### config.mk
export PLATFORM = sky130hd
export DESIGN_NAME = timer_tick_soft_uart_unit
export DESIGN_NICKNAME = d
export VERILOG_FILES = /design/src/rtl/tsu_pkg.sv /design/src/rtl/tsu_timer_tx.sv /design/src/rtl/tsu_rx.sv /design/src/rtl/timer_tick_soft_uart_unit.sv
export SDC_FILE = /design/constraint.sdc
export NUM_CORES = 1
export LEC_CHECK = 0
export BUFFER_PORTS_ARGS = -buffer_cell sky130_fd_sc_hd__buf_2
export CAP_MARGIN = 0
export CORE_MARGIN = 2
export CORE_UTILIZATION = 51
export DETAILED_ROUTE_END_ITERATION = 16
export HOLD_SLACK_MARGIN = 0.15
export MAX_ROUTING_LAYER = met4
export PLACE_DENSITY = 0.7
export SYNTH_ARGS = -nofsm -noshare
export SYNTH_HDL_FRONTEND = slang
export SYNTH_SLANG_ARGS = --single-unit
### constraint.sdc
create_clock -name i_clk -period 4.8 [get_ports i_clk]
set_input_delay 0.24 -clock i_clk [delete_from_list [all_inputs] [get_ports i_clk]]
set_output_delay 0.24 -clock i_clk [all_outputs]
set_load 0.005 [all_outputs]
### src/rtl/tsu_pkg.sv
package tsu_pkg;

    localparam int unsigned TIMER_WIDTH_DEF = 8;

    localparam logic [7:0]  BAUD_DIV_RESET = 8'd62;
    localparam logic [3:0]  TX_FRAME_BITS  = 4'd10;
    localparam logic [3:0]  RX_SAMPLES     = 4'd9;
    localparam logic [15:0] TX_PAD         = 16'hFF00;
    localparam logic [15:0] TX_FILL        = 16'h8000;

    typedef struct packed {
        logic       rx_line;
        logic       tx_load;
        logic [7:0] tx_data;
        logic       rx_take;
    } t_in_word;

    typedef struct packed {
        logic       tx_line;
        logic       tx_busy;
        logic       load_refused;
        logic       rx_ready;
        logic       rx_active;
        logic [7:0] rx_data;
    } t_out_word;

    typedef struct packed {
        logic       tx_line;
        logic       tx_busy;
        logic       load_refused;
    } t_tx_status;

    typedef struct packed {
        logic       rx_ready;
        logic       rx_active;
        logic [7:0] rx_data;
    } t_rx_status;

endpackage

### src/rtl/tsu_timer_tx.sv
module tsu_timer_tx #(
    parameter int unsigned TIMER_WIDTH = tsu_pkg::TIMER_WIDTH_DEF
) (
    input  logic                   i_clk,
    input  logic                   i_rst_n,
    input  logic                   i_step,
    input  logic [7:0]             i_baud_div,
    input  logic                   i_tx_load,
    input  logic [7:0]             i_tx_data,
    output logic [TIMER_WIDTH-1:0] o_tick_count,
    output tsu_pkg::t_tx_status    o_status
);
    import tsu_pkg::*;

    logic [TIMER_WIDTH-1:0] r_tick, n_tick;
    logic [15:0]            r_shift, n_shift;
    logic [3:0]             r_bits, n_bits;
    logic                   r_level, n_level;
    logic [TIMER_WIDTH-1:0] baud_ext;
    logic                   wrap;
    logic                   refused;

    assign baud_ext = TIMER_WIDTH'(i_baud_div);
    assign wrap     = (r_tick >= baud_ext);

    always_comb begin
        n_tick  = r_tick;
        n_shift = r_shift;
        n_bits  = r_bits;
        n_level = r_level;
        refused = 1'b0;
        if (wrap) begin
            n_level = r_shift[0];
            n_shift = (r_shift >> 1) | TX_FILL;
            if (r_bits != 4'd0) begin
                n_bits = r_bits - 4'd1;
            end
            n_tick = '0;
        end else begin
            n_tick = r_tick + TIMER_WIDTH'(1);
        end
        if (i_tx_load) begin
            if (n_bits == 4'd0) begin
                // Start bit in the low position, stop and idle bits above the data.
                n_shift = {TX_PAD[15:9], i_tx_data, 1'b0};
                n_bits  = TX_FRAME_BITS;
            end else begin
                refused = 1'b1;
            end
        end
    end

    always_ff @(posedge i_clk) begin
        if (!i_rst_n) begin
            r_tick  <= '0;
            r_shift <= 16'hFFFF;
            r_bits  <= 4'd0;
            r_level <= 1'b1;
        end else if (i_step) begin
            r_tick  <= n_tick;
            r_shift <= n_shift;
            r_bits  <= n_bits;
            r_level <= n_level;
        end
    end

    assign o_tick_count          = r_tick;
    assign o_status.tx_line      = n_level;
    assign o_status.tx_busy      = (n_bits != 4'd0);
    assign o_status.load_refused = refused;

endmodule

### src/rtl/tsu_rx.sv
module tsu_rx #(
    parameter int unsigned TIMER_WIDTH = tsu_pkg::TIMER_WIDTH_DEF
) (
    input  logic                   i_clk,
    input  logic                   i_rst_n,
    input  logic                   i_step,
    input  logic [7:0]             i_baud_div,
    input  logic [TIMER_WIDTH-1:0] i_tick_count,
    input  logic                   i_rx_line,
    input  logic                   i_rx_take,
    output tsu_pkg::t_rx_status    o_status
);
    import tsu_pkg::*;

    logic [7:0]             r_shift, n_shift;
    logic [3:0]             r_bits, n_bits;
    logic [TIMER_WIDTH-1:0] r_point, n_point;
    logic                   r_prev;
    logic                   r_active, n_active;
    logic [TIMER_WIDTH-1:0] half;
    logic                   ready;

    assign half = TIMER_WIDTH'(i_baud_div >> 1);

    always_comb begin
        n_shift  = r_shift;
        n_bits   = r_bits;
        n_point  = r_point;
        n_active = r_active;
        if (!r_active && r_prev && !i_rx_line) begin
            n_bits   = RX_SAMPLES;
            n_shift  = 8'd0;
            n_point  = (i_tick_count < half) ? i_tick_count + half : i_tick_count - half;
            n_active = 1'b1;
        end else if (r_active && (i_tick_count == r_point)) begin
            // Sample enters at the top and moves down, so the first data bit ends lowest.
            n_shift = {i_rx_line | r_shift[7], r_shift[6:0]};
            n_bits  = r_bits - 4'd1;
            if (n_bits == 4'd0) begin
                n_active = 1'b0;
            end else begin
                n_shift = n_shift >> 1;
            end
        end
        if (i_rx_take && !n_active && (n_bits == 4'd0)) begin
            n_bits = RX_SAMPLES;
        end
    end

    always_ff @(posedge i_clk) begin
        if (!i_rst_n) begin
            r_shift  <= 8'd0;
            r_bits   <= RX_SAMPLES;
            r_point  <= '0;
            r_prev   <= 1'b1;
            r_active <= 1'b0;
        end else if (i_step) begin
            r_shift  <= n_shift;
            r_bits   <= n_bits;
            r_point  <= n_point;
            r_prev   <= i_rx_line;
            r_active <= n_active;
        end
    end

    assign ready              = !n_active && (n_bits == 4'd0);
    assign o_status.rx_ready  = ready;
    assign o_status.rx_active = n_active;
    assign o_status.rx_data   = ready ? n_shift : 8'd0;

endmodule

### src/rtl/timer_tick_soft_uart_unit.sv
// An accepted tick word passes the input register, then the result register, where the
// timer, transmitter and receiver update. Throughput: one tick word per clock unless the
// output stalls; the result register frees as it is read.
// Reset (synchronous, i_rst_n low): timer at zero, line idle high, receiver armed,
// divider back to 62, both word registers empty.
module timer_tick_soft_uart_unit #(
    parameter int unsigned TIMER_WIDTH = tsu_pkg::TIMER_WIDTH_DEF
) (
    input  logic               i_clk,
    input  logic               i_rst_n,
    input  logic               i_in_valid,
    output logic               o_in_stall,
    input  tsu_pkg::t_in_word  i_in_word,
    output logic               o_out_valid,
    input  logic               i_out_stall,
    output tsu_pkg::t_out_word o_out_word,
    input  logic               i_cfg_valid,
    output logic               o_cfg_ready,
    input  logic [7:0]         i_cfg_data
);
    import tsu_pkg::*;

    t_in_word               r_in;
    logic                   r_in_vld;
    t_out_word              r_out, n_out;
    logic                   r_out_vld;
    logic [7:0]             r_baud;
    logic                   step;
    logic [TIMER_WIDTH-1:0] tick_count;
    t_tx_status             tx_status;
    t_rx_status             rx_status;

    assign step        = r_in_vld && (!r_out_vld || !i_out_stall);
    assign o_in_stall  = r_in_vld && !step;
    assign o_cfg_ready = 1'b1;

    always_ff @(posedge i_clk) begin
        if (!i_rst_n) begin
            r_baud <= BAUD_DIV_RESET;
        end else if (i_cfg_valid) begin
            r_baud <= i_cfg_data;
        end
    end

    always_ff @(posedge i_clk) begin
        if (!i_rst_n) begin
            r_in_vld <= 1'b0;
        end else if (!o_in_stall) begin
            r_in_vld <= i_in_valid;
        end
    end

    always_ff @(posedge i_clk) begin
        if (!o_in_stall && i_in_valid) begin
            r_in <= i_in_word;
        end
    end

    tsu_timer_tx #(
        .TIMER_WIDTH (TIMER_WIDTH)
    ) u_timer_tx (
        .i_clk        (i_clk),
        .i_rst_n      (i_rst_n),
        .i_step       (step),
        .i_baud_div   (r_baud),
        .i_tx_load    (r_in.tx_load),
        .i_tx_data    (r_in.tx_data),
        .o_tick_count (tick_count),
        .o_status     (tx_status)
    );

    tsu_rx #(
        .TIMER_WIDTH (TIMER_WIDTH)
    ) u_rx (
        .i_clk        (i_clk),
        .i_rst_n      (i_rst_n),
        .i_step       (step),
        .i_baud_div   (r_baud),
        .i_tick_count (tick_count),
        .i_rx_line    (r_in.rx_line),
        .i_rx_take    (r_in.rx_take),
        .o_status     (rx_status)
    );

    always_comb begin
        n_out.tx_line      = tx_status.tx_line;
        n_out.tx_busy      = tx_status.tx_busy;
        n_out.load_refused = tx_status.load_refused;
        n_out.rx_ready     = rx_status.rx_ready;
        n_out.rx_active    = rx_status.rx_active;
        n_out.rx_data      = rx_status.rx_data;
    end

    always_ff @(posedge i_clk) begin
        if (!i_rst_n) begin
            r_out_vld <= 1'b0;
        end else if (step) begin
            r_out_vld <= 1'b1;
        end else if (!i_out_stall) begin
            r_out_vld <= 1'b0;
        end
    end

    always_ff @(posedge i_clk) begin
        if (step) begin
            r_out <= n_out;
        end
    end

    assign o_out_valid = r_out_vld;
    assign o_out_word  = r_out;

endmodule

; Word-level counts from Yosys, hierarchy flattened
; Index checks and enable logic that the tools add are counted.
[word_totals]
reg_bits = 85
input_bits = 24
output_inout_bits = 16
elab_cells = 78
[op_classes]
n_addsub = 5
n_lt_le_gt_ge = 2
n_eq_ne = 2
mux = 22
n_bitwise = 1
n_reduce_logical = 24
[ops]
columns = op, n
row1 = 16-bit two-way mux, 3
row2 = 8-bit two-way mux, 5
row3 = 4-bit two-way mux, 7
row4 = 4-bit zero test, 4
row5 = 1-bit logical AND, 9
row6 = "8-bit by 1-bit adder with 8-bit output, second input constant", 1
row7 = 8-bit by 7-bit adder with 8-bit output, 1
row8 = 8-bit equality test, 1
row9 = 8-bit greater-or-equal comparator, 1
row10 = 8-bit by 7-bit less-than comparator with 1-bit output, 1
row11 = 4-bit nonzero test, 2
row12 = "4-bit by 1-bit subtractor with 4-bit output, second input constant", 2
row13 = 8-bit by 7-bit subtractor with 8-bit output, 1
row14 = 1-bit zero test, 7
row15 = 1-bit two-way mux, 7
row16 = "2-bit by 1-bit inequality test with 1-bit output, second input constant", 1
row17 = 2-bit AND reduction, 1
row18 = 1-bit logical OR, 1
row19 = 1-bit bitwise OR, 1

; Longest topological paths before layout
[depth]
depth_word = 11
mapped_depth = 10

; Cells and area by module
; Synthesis repeated with hierarchy kept, for this count alone.
[unflattened]
cells_unflattened = 478
hier_area_um2 = 4665.7
[modules_own_cells]
columns = module, instances, cells_per_inst, area_per_inst_um2, seq_area_each_um2
row1 = tsu_rx, 1, 234, 1906.8, 440.4
row2 = tsu_timer_tx, 1, 184, 1654.1, 580.6
row3 = timer_tick_soft_uart_unit, 1, 60, 1104.8, 920.9

; Worst setup path before layout
; Ideal clock, no wire load.
[synth_path]
kind = reg2reg
from = register u_timer_tx.r_tick[0] (netlist: u_timer_tx.o_tick_count[0])
to = register u_timer_tx.r_shift[0]
setup_ns = 0.122
arrival_time_ns = 2.458
required_ns = 4.678
slack_ns = 2.220
stages_incl_launch_ff = 10
n_path_buf = 0
period_less_slack_ns = 2.580
cell_sequence = dfxtp_1 -> inv_1 -> ha_1 -> nand2b_1 -> a2111oi_0 -> o31a_1 -> or4_4 -> a22oi_4 -> nand2_2 -> a311o_1
[synth_via]
elab_chain_len = 5
word_cells_on_any_way = 6
[synth_lines]
columns = item, line
row1 = from (decl), tsu_timer_tx.sv:15  ; logic [TIMER_WIDTH-1:0] r_tick, n_tick;
row2 = from (signal assigned), tsu_timer_tx.sv:60  ; r_tick <= n_tick;
row3 = 8-bit greater-or-equal comparator *, tsu_timer_tx.sv:24  ; assign wrap = (r_tick >= baud_ext);
row4 = 4-bit two-way mux, tsu_timer_tx.sv:32  ; if (wrap) begin
row5 = 4-bit zero test, tsu_timer_tx.sv:43  ; if (n_bits == 4'd0) begin
row6 = 16-bit two-way mux, tsu_timer_tx.sv:43
row7 = 16-bit two-way mux *, tsu_timer_tx.sv:42  ; if (i_tx_load) begin
row8 = to (signal assigned), tsu_timer_tx.sv:61  ; r_shift <= n_shift;
row9 = to (decl), tsu_timer_tx.sv:16  ; logic [15:0] r_shift, n_shift;
; Every way passes the cells marked *; elsewhere a longest branch is shown, timed or not.
; A chain may end at the register's enable or synchronous reset.

; Worst setup path in the final report
; Same ends and word-level chain as after synthesis.

==> results by group <==
Outcome
  • Outcome: finished, final reports clean

Route
  • 1st-iter DRT viols: between 150 and 200
  • DRC violations left: 0
  • Via count normalized by instance count: 5.62
  • Number of nets still failing antenna checks after routing: 0
  • DR pass1 iterations: 4
  • Detailed Route WL: 9490 um
  • Routed len/inst: 14.5 um
  • Vias after detailed routing: between 3000 and 4000

STA
  • Total setup violations reported at the end of the flow: 0
  • Hold violation count in the final report: 0
  • Minimum clock period: ~3.5 ns
  • Setup repair after global routing missed its margin: no
  • Worst Max-Slew Pin Slew: 0.988 ns
  • Slack of the critical path: 1.27 ns
  • Summed negative setup slack over all endpoints: 0 ns
  • Max-slew headroom at the worst pin: 0.340
  • Max Transition Viols Final: 0
  • Layout Skew: approximately 0.012 ns
  • Highest Clock Rate: about 0.28 GHz
  • Ratio of final minimum period to clock period: 0.735

Synth
  • Post-synthesis net count: about 540
  • Fraction of registers with async set or reset after synthesis: 0
  • Cell count after synthesis: 490
  • Post-synth EDFFs: 24
  • Post-synthesis sequential area ratio: 0.428
  • Mapped Area: 0.00453 mm2
  • Ys flop type: sky130_fd_sc_hd__dfxtp_1
  • Number of warning messages in the yosys log: 0
  • Total of flip-flops plus latches after synthesis: 85
  • Number of distinct library cell variants in the gate-level netlist after synthesis: 60
  • Mean area per synthesized cell: between 9 and 10 um2

CTS
  • Clock Root Buffer: sky130_fd_sc_hd__clkbuf_8
  • Number of CTS-inserted buffers: 9
  • Deepest clock path buffer count: 2
  • Post-CTS Setup Repair Bufs: 0
  • TritonCTS clock tree: yes
  • Clock input transition at the sequential cells of the worst setup and hold paths: 0.08 ns
  • Count of H-tree levels built during CTS: 3
  • Clk_lat worst skew: 0.36 ns
  • Total clock sinks: 85
  • Number of gates given a new drive strength after cts: 0
  • CTS Hold Buffers Added: 21

Place
  • Number of placed instances, taps included: 618
  • Count of port buffers added during placement: 38
  • Worst slack, placed: 1.28 ns
  • Post-DP HPWL: 6280 um
  • Routability congestion estimate from global placement: approximately 0.95

Cells and area
  • # nets final: 594
  • Share of the core filled with cells in the final layout: 0.598
  • Finished Layout Cells: 655
  • Area growth from synthesis to final layout: 14.6%
  • Multi-input gate area in the final layout: 0.00240 mm2
  • Proportion of layout cells with a drive suffix above 1: 0.139
  • Fill count: about 750
  • Ant. Diodes: 0
  • Sequential cell area: 0.00194 mm2

Critical path
  • Critical Path Slowest Stage Cell: sky130_fd_sc_hd__o31a_1
  • Highest cell delay on the worst timing path: 0.65 ns
  • Worst endpoint required time: 5.04 ns
  • Critical path depth in cells: 9
  • Largest delay contributor family on the critical path: compound AO/OA/AOI/OAI gates
  • Worst setup SP type: register
  • Critical Path End Type: register
  • Critical path class: register to register
  • Worst EP arrival: between 3 and 4 ns
  • Cells traversed along the worst timing path: inv_1 -> ha_1 -> nand2b_1 -> a2111oi_0 -> o31a_1 -> o21ai_0 -> a22oi_4 -> nand2_2 -> a311o_1
  • Worst reg-to-reg path cell count: 9
  • Largest fanout on the critical path: 17
  • Number of buffers and inverters on the critical path: 1

GRT
  • Wire length of the first global-routing pass: 16500 um
  • Total grt overflow: 0
  • Combined global-route utilization of all metal layers: 0.212
  • Maximum number of pins on one net before global-route repair: 31
  • Vias in the first global route: 3451
  • Number of antenna violations at the first check in global routing: 0

Pwr
  • Power per Cell Area: 282 mW/mm2
  • Maximum ir drop on the vdd rail: ~220 uV
  • Static leakage: 2.11 nW
  • Final Total Pwr: 1.47 mW

Die
  • Starting density of the core: 0.522
  • Height of the chip: between 90 and 100 um
  • Die Width: ~98 um
  • Number of top-level design ports: 40
  • Placement Rows: 34
  • Die area: 0.00966 mm2
  • Core area: 0.00868 mm2

Min path
  • Class of the tightest hold or removal check: input pin to register
  • Hold depth: 3

Job
  • Total of max-cap violations: 0
[through the flow]
step	hold WS, ns	cell area (um2)
finish	0.274	5190
global route	0.284	5190
CTS	0.263	5190
detailed placement	0.418	4790
global placement	0.417	4790
floorplan	0.339	4530
[cell usage after synthesis, drive strengths merged, types with 2 or more instances]
cell type | instances | area share
a31oi | 3 | 0.0041
o211ai | 18 | 0.031
a2111oi | 3 | 0.0058
o21a | 6 | 0.0099
clkbuf | 11 | 0.0091
a32oi | 6 | 0.012
nor2b | 6 | 0.0083
o21ai | 16 | 0.018
xnor2 | 6 | 0.012
mux2i | 13 | 0.029
a21o | 2 | 0.0033
a21oi | 29 | 0.032
nor3b | 4 | 0.0066
nand4 | 14 | 0.019
nor2 | 52 | 0.045
fa | 2 | 0.0088
inv | 27 | 0.022
nand2b | 3 | 0.0041
nand3 | 15 | 0.018
o31ai | 4 | 0.0066
nor4 | 4 | 0.0055
nand2 | 46 | 0.039
and3 | 5 | 0.0069
or2 | 3 | 0.0041
buf | 10 | 0.010
ha | 26 | 0.072
nor3 | 10 | 0.011
xor2 | 13 | 0.025
o21bai | 6 | 0.0099
a21boi | 2 | 0.0033
a211oi | 5 | 0.0083
a22oi | 7 | 0.015
edfxtp | 24 | 0.16
dfxtp | 61 | 0.27
mux2 | 10 | 0.025
or4 | 2 | 0.0041
[power by group]
| group | internal (mW) | switching [mW] | total, mW |
|---|---|---|---|
| Combinational | 0.0781 | 0.109 | 0.188 |
| Sequential | 0.767 | 0.0230 | 0.790 |
| Clock | 0.211 | 0.278 | 0.490 |
[logic make-up (layout without fill, tap and decap cells)]
family,after synthesis,count (layout),share of synthesized area
buffers and inverters,48,105,0.0420
XOR/XNOR,19,19,0.0367
AO/OA/AOI/OAI,116,116,0.176
other,1,1,0.000827
AND/OR/NAND/NOR,170,170,0.182
flip-flops,85,85,0.428
multiplexers,23,23,0.0536
adder cells (fa/ha/maj),28,28,0.0806
[routing by layer]
layer  wire (um)  vias to the layer above  part of all wire  global-route usage
met4          94                        0            0.0099              0.0537
li1            -                     1886                 -                   -
met1        4570                     1714              0.48               0.288
met2        4440                       74              0.47               0.329
met3         384                       10             0.040              0.0408
met5           0                        -                 0                   -
[worst paths after layout]
check / slack (ns) / to / from
setup / recovery: 1.27 / u_timer_tx.r_shift[0]$_SDFFE_PN1P_ / u_timer_tx.o_tick_count[0]$_SDFFE_PN0P_
hold / removal: 0.27 / r_baud[4]$_SDFFE_PN1P_ / i_cfg_valid
setup reg to reg: 1.27 / u_timer_tx.r_shift[0]$_SDFFE_PN1P_ / u_timer_tx.o_tick_count[0]$_SDFFE_PN0P_
hold reg to reg: 0.46 / u_timer_tx.r_shift[15]$_SDFFE_PN1P_ / u_timer_tx.r_shift[15]$_SDFFE_PN1P_
[layout make-up]
| class | instances | area share |
|---|---|---|
| clock buffers | 10 | 0.0265 |
| clock inverters | 6 | 0.0104 |
| inverters | 27 | 0.0195 |
| multi-input cells | 357 | 0.462 |
| flip-flops and latches | 85 | 0.374 |
| well taps | 108 | 0.0260 |
| repair buffers | 62 | 0.0814 |
[state kept, by name (all words and copies together), names as in the netlist, 4 cells and up]
signal                   flops
u_timer_tx.r_shift          16
u_rx.r_shift                 8
r_baud                       8
u_timer_tx.r_bits            4
u_rx.r_bits                  4
o_out_word                  13
u_timer_tx.o_tick_count      8
u_rx.r_point                 8
r_in                        11
[tightest hold or removal path, stage by stage]
cell	delay, ns
sky130_fd_sc_hd__buf_2	0.18
sky130_fd_sc_hd__nand2_1	0.08
sky130_fd_sc_hd__o211ai_1	0.07
[placed cells by master, fill, tap and decap left out, drive strengths merged, types with 2 or more instances in the layout]
cell type / n
a2111oi: 3
a211oi: 5
a21boi: 2
a21o: 2
a21oi: 29
a22oi: 7
a31oi: 3
a32oi: 6
and3: 5
buf: 41
clkbuf: 10
clkinv: 2
dfxtp: 61
dlygate4sd3: 21
edfxtp: 24
fa: 2
ha: 26
inv: 30
mux2: 10
mux2i: 13
nand2: 46
nand2b: 3
nand3: 15
nand4: 14
nor2: 52
nor2b: 6
nor3: 10
nor3b: 4
nor4: 4
o211ai: 18
o21a: 6
o21ai: 16
o21bai: 6
o31ai: 4
or2: 3
or4: 2
xnor2: 6
xor2: 13
Note: power is estimated with default switching activity, not from simulation.
